--- config.mk ---
export PLATFORM = sky130hd
export DESIGN_NAME = any_base_radix_converter
export DESIGN_NICKNAME = d
export VERILOG_FILES = /design/src/rtl/abrc_pkg.sv /design/src/rtl/any_base_radix_converter.sv /design/src/rtl/abrc_dpath.sv /design/src/rtl/abrc_ctrl.sv
export VERILOG_INCLUDE_DIRS = /design/src /design/src/rtl
export SDC_FILE = /design/constraint.sdc
export NUM_CORES = 2
export LEC_CHECK = 0
export ABC_AREA = 1
export ABC_CLOCK_PERIOD_IN_PS = 19100
export BUFFER_PORTS_ARGS = -buffer_cell sky130_fd_sc_hd__buf_2
export CAP_MARGIN = 20
export CORE_MARGIN = 4
export CORE_UTILIZATION = 70
export DETAILED_ROUTE_END_ITERATION = 10
export PLACE_DENSITY = 0.95
export RECOVER_POWER = 100
export SYNTH_ARGS = -nofsm -noshare
export SYNTH_HDL_FRONTEND = slang
export SYNTH_HIERARCHICAL = 1
export SYNTH_SLANG_ARGS = --single-unit
--- constraint.sdc ---
create_clock -name clock -period 19.1 [get_ports clock]
set_clock_uncertainty 0.05 [all_clocks]
set_input_delay 2.865 -clock clock [delete_from_list [all_inputs] [get_ports clock]]
set_output_delay 2.865 -clock clock [all_outputs]
set_load 0.05 [all_outputs]
--- src/rtl/any_base_radix_converter_defines.svh ---
// Assertion macros shared by the radix converter RTL.
// Standalone header; the assertions drop out when SYNTHESIS is defined.
`ifndef ANY_BASE_RADIX_CONVERTER_DEFINES_SVH
`define ANY_BASE_RADIX_CONVERTER_DEFINES_SVH

`ifndef SYNTHESIS
`define ABRC_ASSERT(label, clk, rst, prop, msg) \
   label: assert property (@(posedge clk) disable iff (rst) (prop)) else $error(msg);
`define ABRC_ASSERT_IMPLY(label, clk, rst, ante, cons, msg) \
   label: assert property (@(posedge clk) disable iff (rst) (ante) |-> (cons)) else $error(msg);
`else
`define ABRC_ASSERT(label, clk, rst, prop, msg)
`define ABRC_ASSERT_IMPLY(label, clk, rst, ante, cons, msg)
`endif

`endif

--- src/rtl/abrc_pkg.sv ---
// Shared types and constants of the radix converter.
// No dependencies; imported by the controller, the datapath and the top level.
package abrc_pkg;

   localparam int N_W        = 31;   // coded input number
   localparam int ACC_W      = 34;   // value and weight stay within 10^10, below 2^34
   localparam int SB_W       = 4;
   localparam int TB_W       = 5;
   localparam int DIGIT_W    = 4;
   localparam int STATUS_W   = 2;
   localparam int CFG_IDX_W  = 1;
   localparam int CFG_DATA_W = 5;
   localparam int DIV_STEP   = 4;    // quotient bits per divider cycle

   localparam int VALUE_WIDTH_DEF = 32;
   localparam int MAX_DIGITS_DEF  = 32;

   // floor(n / 10) == (n * RECIP_10) >> RECIP_SHIFT for any n below 2^32
   localparam int RECIP_W     = 32;
   localparam logic [RECIP_W-1:0] RECIP_10 = 32'hCCCC_CCCD;
   localparam int RECIP_SHIFT = 35;

   localparam logic [SB_W-1:0] SB_MIN = 4'd2;
   localparam logic [SB_W-1:0] SB_MAX = 4'd10;
   localparam logic [TB_W-1:0] TB_MIN = 5'd2;
   localparam logic [TB_W-1:0] TB_MAX = 5'd16;

   localparam logic [CFG_IDX_W-1:0] CFG_SOURCE_BASE = 1'd0;
   localparam logic [CFG_IDX_W-1:0] CFG_TARGET_BASE = 1'd1;

   typedef enum logic [STATUS_W-1:0] {
      ST_OK        = 2'd0,
      ST_BAD_DIGIT = 2'd1,
      ST_OVERFLOW  = 2'd2
   } status_type;

   typedef struct packed {
      logic       load_item;
      logic       mul;
      logic       acc;
      logic       load_div;
      logic       div_step;
      logic       load_digit;
      logic       dec_idx;
      logic       load_err;
      status_type err_code;
   } cmd_type;

   typedef struct packed {
      logic n_zero;
      logic bad_digit;
      logic overflow;
      logic div_last;
      logic quo_zero;
      logic cnt_full;
      logic idx_zero;
      logic out_free;
   } sts_type;

endpackage

--- src/rtl/any_base_radix_converter.sv ---
// Any-base radix converter: decimal-coded source digits in, target digits out.
// Steps: a multiply and an accumulate per decimal digit (up to 10), a range check,
// the divider loop per target digit, a memory read, then one digit per cycle
// while rsp_ready is high.
// One item at a time; the divider loop sets the rate. Sync active-high reset,
// source_base 2 and target_base 10 after reset, no clearing pass.
module any_base_radix_converter #(
   parameter int VALUE_WIDTH = abrc_pkg::VALUE_WIDTH_DEF,
   parameter int MAX_DIGITS  = abrc_pkg::MAX_DIGITS_DEF
) (
   input  logic                             clock,
   input  logic                             reset,
   input  logic                             csr_we,
   input  logic [abrc_pkg::CFG_IDX_W-1:0]   csr_index,
   input  logic [abrc_pkg::CFG_DATA_W-1:0]  csr_wdata,
   input  logic                             req_valid,
   output logic                             req_ready,
   input  logic [abrc_pkg::N_W-1:0]         req_coded_number,
   output logic                             rsp_valid,
   input  logic                             rsp_ready,
   output logic [abrc_pkg::DIGIT_W-1:0]     rsp_digit,
   output logic                             rsp_last,
   output logic [abrc_pkg::STATUS_W-1:0]    rsp_status
);
   import abrc_pkg::*;

   cmd_type cmd;
   sts_type sts;

   abrc_ctrl u_ctrl (
      .clock     (clock),
      .reset     (reset),
      .req_valid (req_valid),
      .req_ready (req_ready),
      .sts       (sts),
      .cmd       (cmd)
   );

   abrc_dpath #(
      .VALUE_WIDTH (VALUE_WIDTH),
      .MAX_DIGITS  (MAX_DIGITS)
   ) u_dpath (
      .clock            (clock),
      .reset            (reset),
      .csr_we           (csr_we),
      .csr_index        (csr_index),
      .csr_wdata        (csr_wdata),
      .req_coded_number (req_coded_number),
      .cmd              (cmd),
      .sts              (sts),
      .rsp_valid        (rsp_valid),
      .rsp_ready        (rsp_ready),
      .rsp_digit        (rsp_digit),
      .rsp_last         (rsp_last),
      .rsp_status       (rsp_status)
   );

endmodule

--- src/rtl/abrc_dpath.sv ---
// Datapath: config registers, decimal digit split, value build-up, radix-16
// restoring divider, digit memory and output register. Uses abrc_pkg.
`include "any_base_radix_converter_defines.svh"

module abrc_dpath #(
   parameter int VALUE_WIDTH = abrc_pkg::VALUE_WIDTH_DEF,
   parameter int MAX_DIGITS  = abrc_pkg::MAX_DIGITS_DEF
) (
   input  logic                             clock,
   input  logic                             reset,
   input  logic                             csr_we,
   input  logic [abrc_pkg::CFG_IDX_W-1:0]   csr_index,
   input  logic [abrc_pkg::CFG_DATA_W-1:0]  csr_wdata,
   input  logic [abrc_pkg::N_W-1:0]         req_coded_number,
   input  abrc_pkg::cmd_type                cmd,
   output abrc_pkg::sts_type                sts,
   output logic                             rsp_valid,
   input  logic                             rsp_ready,
   output logic [abrc_pkg::DIGIT_W-1:0]     rsp_digit,
   output logic                             rsp_last,
   output logic [abrc_pkg::STATUS_W-1:0]    rsp_status
);
   import abrc_pkg::*;

   localparam int DW     = (VALUE_WIDTH < ACC_W) ? VALUE_WIDTH : ACC_W;
   localparam int DIV_W  = ((DW + DIV_STEP - 1) / DIV_STEP) * DIV_STEP;
   localparam int STEPS  = DIV_W / DIV_STEP;
   localparam int STEP_W = $clog2(STEPS);
   localparam int EXT_A  = (ACC_W > VALUE_WIDTH + 1) ? ACC_W : VALUE_WIDTH + 1;
   localparam int EXT_W  = (EXT_A > DIV_W) ? EXT_A : DIV_W;
   localparam int AW     = $clog2(MAX_DIGITS);
   localparam int CNT_W  = AW + 1;
   localparam int PROD_W = N_W + RECIP_W;
   localparam int Q_W    = PROD_W - RECIP_SHIFT;

   logic [SB_W-1:0]    sb_ff, sb_w;
   logic [TB_W-1:0]    tb_ff, tb_w;

   logic [N_W-1:0]     n_ff;
   logic [PROD_W-1:0]  prod_ff, prod_in;
   logic [Q_W-1:0]     quot10;
   logic [N_W-1:0]     rem10;
   logic [DIGIT_W-1:0] dec_digit;
   logic [ACC_W-1:0]   value_ff, value_in;
   logic [ACC_W-1:0]   weight_ff, weight_in;
   logic [EXT_W-1:0]   value_ext;

   logic [DIV_W-1:0]   quo_ff, div_q;
   logic [TB_W-1:0]    rem_ff, div_r;
   logic [TB_W:0]      div_t;
   logic [STEP_W-1:0]  step_ff;
   logic [CNT_W-1:0]   cnt_ff;
   logic [AW-1:0]      idx_ff, rd_addr;
   logic               div_last;

   logic [DIGIT_W-1:0] mem [MAX_DIGITS];
   logic [DIGIT_W-1:0] rd_data_ff;

   logic               rsp_valid_ff;
   logic [DIGIT_W-1:0] rsp_digit_ff;
   logic               rsp_last_ff;
   status_type         rsp_status_ff;

   // configuration
   always_ff @(posedge clock) begin
      if (reset) begin
         sb_ff <= SB_MIN;
         tb_ff <= 5'd10;
      end else if (csr_we) begin
         case (csr_index)
            CFG_SOURCE_BASE: sb_ff <= csr_wdata[SB_W-1:0];
            CFG_TARGET_BASE: tb_ff <= csr_wdata[TB_W-1:0];
            default: ;
         endcase
      end
   end

   // out-of-range bases saturate
   always_comb begin
      if (sb_ff < SB_MIN)      sb_w = SB_MIN;
      else if (sb_ff > SB_MAX) sb_w = SB_MAX;
      else                     sb_w = sb_ff;
      if (tb_ff < TB_MIN)      tb_w = TB_MIN;
      else if (tb_ff > TB_MAX) tb_w = TB_MAX;
      else                     tb_w = tb_ff;
   end

   // decimal digit split: reciprocal multiply, registered, then q*10 back-off
   assign prod_in   = PROD_W'(n_ff) * PROD_W'(RECIP_10);
   assign quot10    = prod_ff[PROD_W-1:RECIP_SHIFT];
   assign rem10     = n_ff - N_W'({quot10, 3'b000}) - N_W'({quot10, 1'b0});
   assign dec_digit = rem10[DIGIT_W-1:0];
   assign value_in  = value_ff + weight_ff * ACC_W'(dec_digit);
   assign weight_in = weight_ff * ACC_W'(sb_w);
   assign value_ext = EXT_W'(value_ff);

   always_ff @(posedge clock) begin
      if (cmd.load_item) begin
         n_ff      <= req_coded_number;
         value_ff  <= '0;
         weight_ff <= ACC_W'(1);
      end else if (cmd.acc) begin
         n_ff      <= N_W'(quot10);
         value_ff  <= value_in;
         weight_ff <= weight_in;
      end
      if (cmd.mul) prod_ff <= prod_in;
   end

   // four restoring steps per cycle; remainder stays below tb
   always_comb begin
      div_r = rem_ff;
      div_q = quo_ff;
      div_t = '0;
      for (int i = 0; i < DIV_STEP; i++) begin
         div_t = {div_r, div_q[DIV_W-1]};
         div_q = {div_q[DIV_W-2:0], 1'b0};
         if (div_t >= {1'b0, tb_w}) begin
            div_t    = div_t - {1'b0, tb_w};
            div_q[0] = 1'b1;
         end
         div_r = div_t[TB_W-1:0];
      end
   end

   assign div_last = (step_ff == STEP_W'(STEPS - 1));

   always_ff @(posedge clock) begin
      if (cmd.load_div) begin
         quo_ff <= value_ext[DIV_W-1:0];
         rem_ff <= '0;
      end else if (cmd.div_step) begin
         quo_ff <= div_q;
         rem_ff <= div_last ? '0 : div_r;
      end
   end

   always_ff @(posedge clock) begin
      if (reset) begin
         step_ff <= '0;
         cnt_ff  <= '0;
      end else if (cmd.load_div) begin
         step_ff <= '0;
         cnt_ff  <= '0;
      end else if (cmd.div_step) begin
         step_ff <= div_last ? '0 : step_ff + STEP_W'(1);
         if (div_last) cnt_ff <= cnt_ff + CNT_W'(1);
      end
   end

   // idx tracks the newest digit, then walks down while emitting
   always_ff @(posedge clock) begin
      if (cmd.div_step && div_last) idx_ff <= cnt_ff[AW-1:0];
      else if (cmd.dec_idx)         idx_ff <= idx_ff - AW'(1);
   end

   assign rd_addr = cmd.dec_idx ? idx_ff - AW'(1) : idx_ff;

   always_ff @(posedge clock) begin
      if (cmd.div_step && div_last) mem[cnt_ff[AW-1:0]] <= div_r[DIGIT_W-1:0];
      rd_data_ff <= mem[rd_addr];
   end

   // output register
   always_ff @(posedge clock) begin
      if (reset) begin
         rsp_valid_ff <= 1'b0;
      end else if (cmd.load_digit || cmd.load_err) begin
         rsp_valid_ff <= 1'b1;
      end else if (rsp_ready) begin
         rsp_valid_ff <= 1'b0;
      end
   end

   always_ff @(posedge clock) begin
      if (cmd.load_digit) begin
         rsp_digit_ff  <= rd_data_ff;
         rsp_last_ff   <= (idx_ff == '0);
         rsp_status_ff <= ST_OK;
      end else if (cmd.load_err) begin
         rsp_digit_ff  <= '0;
         rsp_last_ff   <= 1'b1;
         rsp_status_ff <= cmd.err_code;
      end
   end

   assign rsp_valid  = rsp_valid_ff;
   assign rsp_digit  = rsp_digit_ff;
   assign rsp_last   = rsp_last_ff;
   assign rsp_status = rsp_status_ff;

   assign sts.n_zero    = (n_ff == '0);
   assign sts.bad_digit = (dec_digit >= sb_w);
   assign sts.overflow  = ((value_ext >> VALUE_WIDTH) != '0);
   assign sts.div_last  = div_last;
   assign sts.quo_zero  = (div_q == '0);
   assign sts.cnt_full  = (cnt_ff == CNT_W'(MAX_DIGITS - 1));
   assign sts.idx_zero  = (idx_ff == '0);
   assign sts.out_free  = !rsp_valid_ff || rsp_ready;

   `ABRC_ASSERT(a_rem_below_base, clock, reset, cmd.div_step |=> rem_ff < tb_w, "divider remainder not below target base")
   `ABRC_ASSERT_IMPLY(a_err_item_shape, clock, reset, rsp_valid_ff && rsp_status_ff != ST_OK, rsp_last_ff && rsp_digit_ff == '0, "error item not a single zero digit")

endmodule

--- src/rtl/abrc_ctrl.sv ---
// Controller FSM: sequences digit split, range check, division and emission.
// Uses abrc_pkg; drives abrc_dpath through cmd_type and reads sts_type.
`include "any_base_radix_converter_defines.svh"

module abrc_ctrl (
   input  logic              clock,
   input  logic              reset,
   input  logic              req_valid,
   output logic              req_ready,
   input  abrc_pkg::sts_type sts,
   output abrc_pkg::cmd_type cmd
);
   import abrc_pkg::*;

   typedef enum logic [7:0] {
      S_IDLE      = 8'b0000_0001,
      S_DEC_MUL   = 8'b0000_0010,
      S_DEC_ACC   = 8'b0000_0100,
      S_CHECK     = 8'b0000_1000,
      S_DIV       = 8'b0001_0000,
      S_EMIT_READ = 8'b0010_0000,
      S_EMIT_PUSH = 8'b0100_0000,
      S_ERROR     = 8'b1000_0000
   } state_type;

   state_type  state_ff, state_in;
   status_type err_code_ff, err_code_in;

   always_ff @(posedge clock) begin
      if (reset) begin
         state_ff    <= S_IDLE;
         err_code_ff <= ST_OK;
      end else begin
         state_ff    <= state_in;
         err_code_ff <= err_code_in;
      end
   end

   always_comb begin
      state_in     = state_ff;
      err_code_in  = err_code_ff;
      cmd          = '0;
      cmd.err_code = err_code_ff;
      req_ready    = 1'b0;
      case (state_ff)
         S_IDLE: begin
            req_ready = 1'b1;
            if (req_valid) begin
               cmd.load_item = 1'b1;
               state_in      = S_DEC_MUL;
            end
         end
         S_DEC_MUL: begin
            if (sts.n_zero) begin
               state_in = S_CHECK;
            end else begin
               cmd.mul  = 1'b1;
               state_in = S_DEC_ACC;
            end
         end
         S_DEC_ACC: begin
            if (sts.bad_digit) begin
               err_code_in = ST_BAD_DIGIT;
               state_in    = S_ERROR;
            end else begin
               cmd.acc  = 1'b1;
               state_in = S_DEC_MUL;
            end
         end
         S_CHECK: begin
            if (sts.overflow) begin
               err_code_in = ST_OVERFLOW;
               state_in    = S_ERROR;
            end else begin
               cmd.load_div = 1'b1;
               state_in     = S_DIV;
            end
         end
         S_DIV: begin
            cmd.div_step = 1'b1;
            if (sts.div_last) begin
               if (sts.quo_zero) begin
                  state_in = S_EMIT_READ;
               end else if (sts.cnt_full) begin
                  // more target digits than the buffer holds
                  err_code_in = ST_OVERFLOW;
                  state_in    = S_ERROR;
               end
            end
         end
         S_EMIT_READ: begin
            state_in = S_EMIT_PUSH;
         end
         S_EMIT_PUSH: begin
            if (sts.out_free) begin
               cmd.load_digit = 1'b1;
               if (sts.idx_zero) state_in    = S_IDLE;
               else              cmd.dec_idx = 1'b1;
            end
         end
         S_ERROR: begin
            if (sts.out_free) begin
               cmd.load_err = 1'b1;
               state_in     = S_IDLE;
            end
         end
         default: begin
            state_in = S_IDLE;
         end
      endcase
   end

   `ABRC_ASSERT_IMPLY(a_load_when_free, clock, reset, cmd.load_digit || cmd.load_err, sts.out_free, "output register loaded while occupied")
   `ABRC_ASSERT(a_last_digit_frees, clock, reset, cmd.load_digit && sts.idx_zero |=> req_ready, "not idle after last digit")

endmodule

==> flow_metrics.py <==
metrics = {
    "cells_and_area": {
        "fillCellCount": 3638,
        "area_delta_synth_final_pct": 5.63,
        "layout_commonest_cell": "inv_1",
        "layout-drive-gt1-share": 0.0358,
        "register_area_um2": 8990,
        "antenna_cells": 0,
        "final_cell_mix": "inv_1, nand2_1, nor2_1, ha_1, fa_1",
        "final_util": 0.745,
        "fin_nets": 5378,
        "multiInputGateArea_um2": 24000,
    },
    "timing": {
        "rsz0062_at_grt": "false",
        "hold_violations": 0,
        "fin_crit_ns": 9.09,
        "period_share": 0.476,
        "maxSlewHeadroom": -1.58,
        "fmax_ghz": 0.110,
        "setup_viol": 0,
        "setup_tns_ns": 0,
        "slew_viol_final": 406,
        "worstMarginPinSlew_ns": 3.87,
    },
    "placed_design": {
        "numPortBuffers": 50,
        "dp_hpwl_um": 87300,
        "gp_congestion": 1.05,
    },
    "route": {
        "drt-total-wl_um": 112000,
        "drcViolationCount": 0,
        "antenna_left": 0,
        "num_vias": 32000,
        "wire_per_inst_um": 21.3,
        "first_pass_iters": 9,
        "drt-initial-drc-count": 3757,
        "vias_per_cell": 6.10,
    },
    "synth": {
        "syn_avg_cell_area_um2": 8.21,
        "synth_top_cell_by_area": "fa_1",
        "ys_seq_area_frac": 0.243,
        "synth_top_area_frac": 0.216,
        "muxShareOfSynthArea": 0,
        "synth_compound_area_frac": 0.0946,
        "yosys_warnings": 6,
        "synth_xor_area_frac": 0.0149,
        "synth-async-reset-ratio": 0,
        "synth_fp_nets": 5361,
        "synth.top_cells.by_area": "fa_1, edfxtp_1, ha_1",
        "synth_top_family_by_area": "adder cells",
        "synth_edf_count": 224,
        "synthSimpleGateAreaFrac": 0.186,
        "synthFlopType": "edfxtp_1",
        "synth_cell_types": 60,
        "synth_fa_ha_area_frac": 0.355,
        "syn_inst": 4508,
        "synth-seq-cells": 337,
        "synthesis.area_um2": 37000,
    },
    "grt": {
        "grt_pass1_vias": 32700,
        "grt_max_degree": 70,
        "grt_use_total": 0.394,
        "grt_first_pass_wirelength_um": 175000,
        "gr-total-overflow": 0,
        "antenna_found_initial": 1,
    },
    "worst_setup_path": {
        "arrival_ns": 9.28,
        "max_stage_delay_ns": 0.83,
        "slowest_stage": "clkbuf_1",
        "critPathRequiredTime_ns": 19.28,
        "criticalPathCategory": "reg2reg",
        "startpoint_type": "flop",
        "cp_max_fo": 23,
        "critPathCaptureType": "flop",
    },
    "status": {
        "run_status": "finished, violations left",
        "violations": "capacitance limit, slew limit",
    },
    "die": {
        "die-height_um": 238,
        "rows": 84,
        "die_x_um": 238,
        "core-area_um2": 52400,
        "ioPinCount": 51,
        "dieArea_um2": 56600,
        "start_util": 0.706,
    },
    "clocking": {
        "cts_tree": "yes",
        "clock-sinks": 337,
        "cts.path.max_buffers": 3,
        "post_cts_resized": 0,
        "path_clk_slew_ns": 0.06,
        "h-tree-depth": 2,
        "clockRootBuffer": "clkbuf_16",
        "postCtsSetupBuffers": 0,
        "clock_latency_ns": 0.59,
        "cts_buffers": 38,
        "ctsHoldBuffers": 0,
    },
    "flow_run": {
        "drv_cap": 8,
    },
    "hold_path": {
        "worstHoldPathType": "reg2reg",
    },
}
-- state kept, by name, summed over array words and instances, names as in the netlist, 3 cells and up --
| signal | flops |
|---|---|
| u_dpath/value_ext | 34 |
| u_dpath/idx_ff | 5 |
| u_dpath/rd_data_ff | 4 |
| u_dpath/rsp_digit | 4 |
| u_dpath/cnt_ff | 6 |
| u_ctrl/state_ff | 8 |
| u_dpath/rem_ff | 5 |
| u_dpath/weight_ff | 34 |
| u_dpath/prod_ff | 28 |
| u_dpath/sb_ff | 4 |
| u_dpath/tb_ff | 5 |
| u_dpath/n_ff | 31 |
| u_dpath/mem | 128 |
| u_dpath/quo_ff | 32 |
| u_dpath/step_ff | 3 |
-- critical path: cells and delay by family (launching register included) --
family / cells / cell delay, ns
flops: 1 / 0.33
fa+ha+maj: 4 / 1.64
simple gates: 13 / 2.85
buf+inv: 6 / 1.22
compound gates: 11 / 2.61
-- synth_stat cells (all sizes together) (20+ instances only) --
cell type / count
nor3: 35
nand4: 32
ha: 411
nand2: 890
fa: 400
xor2: 43
dfxtp: 113
xnor2: 20
nor2: 481
inv: 949
o21bai: 24
edfxtp: 224
clkbuf: 74
nand3: 165
a21o: 27
o221ai: 33
a21oi: 196
o21ai: 243
-- cells by family after synthesis --
logic type	Yosys count
AOI/OAI and AO/OA	604
xor gates and xnor gates	63
adders and majority gates	811
buffers and inverters	1042
DFF	337
and+or+nand+nor	1651
-- metal layers --
layer / wire length, um / track usage
met1: 40800 / 0.508
met2: 51200 / 0.646
met3: 13300 / 0.0910
met4: 6280 / 0.165
met5: 8 / 0
-- final cells by class --
type | instances | share of cell area
Clock buffer | 47 | 0.0270
Clock inverter | 23 | 0.00688
Inverter | 950 | 0.0912
Multi-Input combinational cell | 3129 | 0.614
Sequential cell | 337 | 0.230
Tap cell | 688 | 0.0220
Timing Repair Buffer | 69 | 0.00915
-- path summary, 6_finish.rpt --
kind                      start                  to  slack, ns  cells past startpoint
max            u_dpath/tb_ff[4]  u_dpath/mem[17][3]      10.01                     34
min          u_dpath/step_ff[1]  u_dpath/step_ff[1]       0.42                      2
max reg2reg    u_dpath/tb_ff[4]  u_dpath/mem[17][3]      10.01                     34
min reg2reg  u_dpath/step_ff[1]  u_dpath/step_ff[1]       0.42                      2
-- metrics by stage --
| step | cells | setup slack, ns | cell area [um^2] | hold WS (ns) |
|---|---|---|---|---|
| 2_1_floorplan | 4508 | 12.60 | 37000 | 0.383 |
| 3_3_place_gp | 5167 | 11.73 | 37900 | 0.403 |
| 3_5_place_dp | 5168 | 11.54 | 37900 | 0.412 |
| 4_1_cts | 5238 | 11.45 | 39200 | 0.420 |
| 5_1_grt | 5243 | 9.33 | 39100 | 0.444 |
| 6_report | 5243 | 10.01 | 39100 | 0.417 |
Power is not shown: default switching activity piles up to over one toggle a cycle in this logic, so the estimate is an artifact.
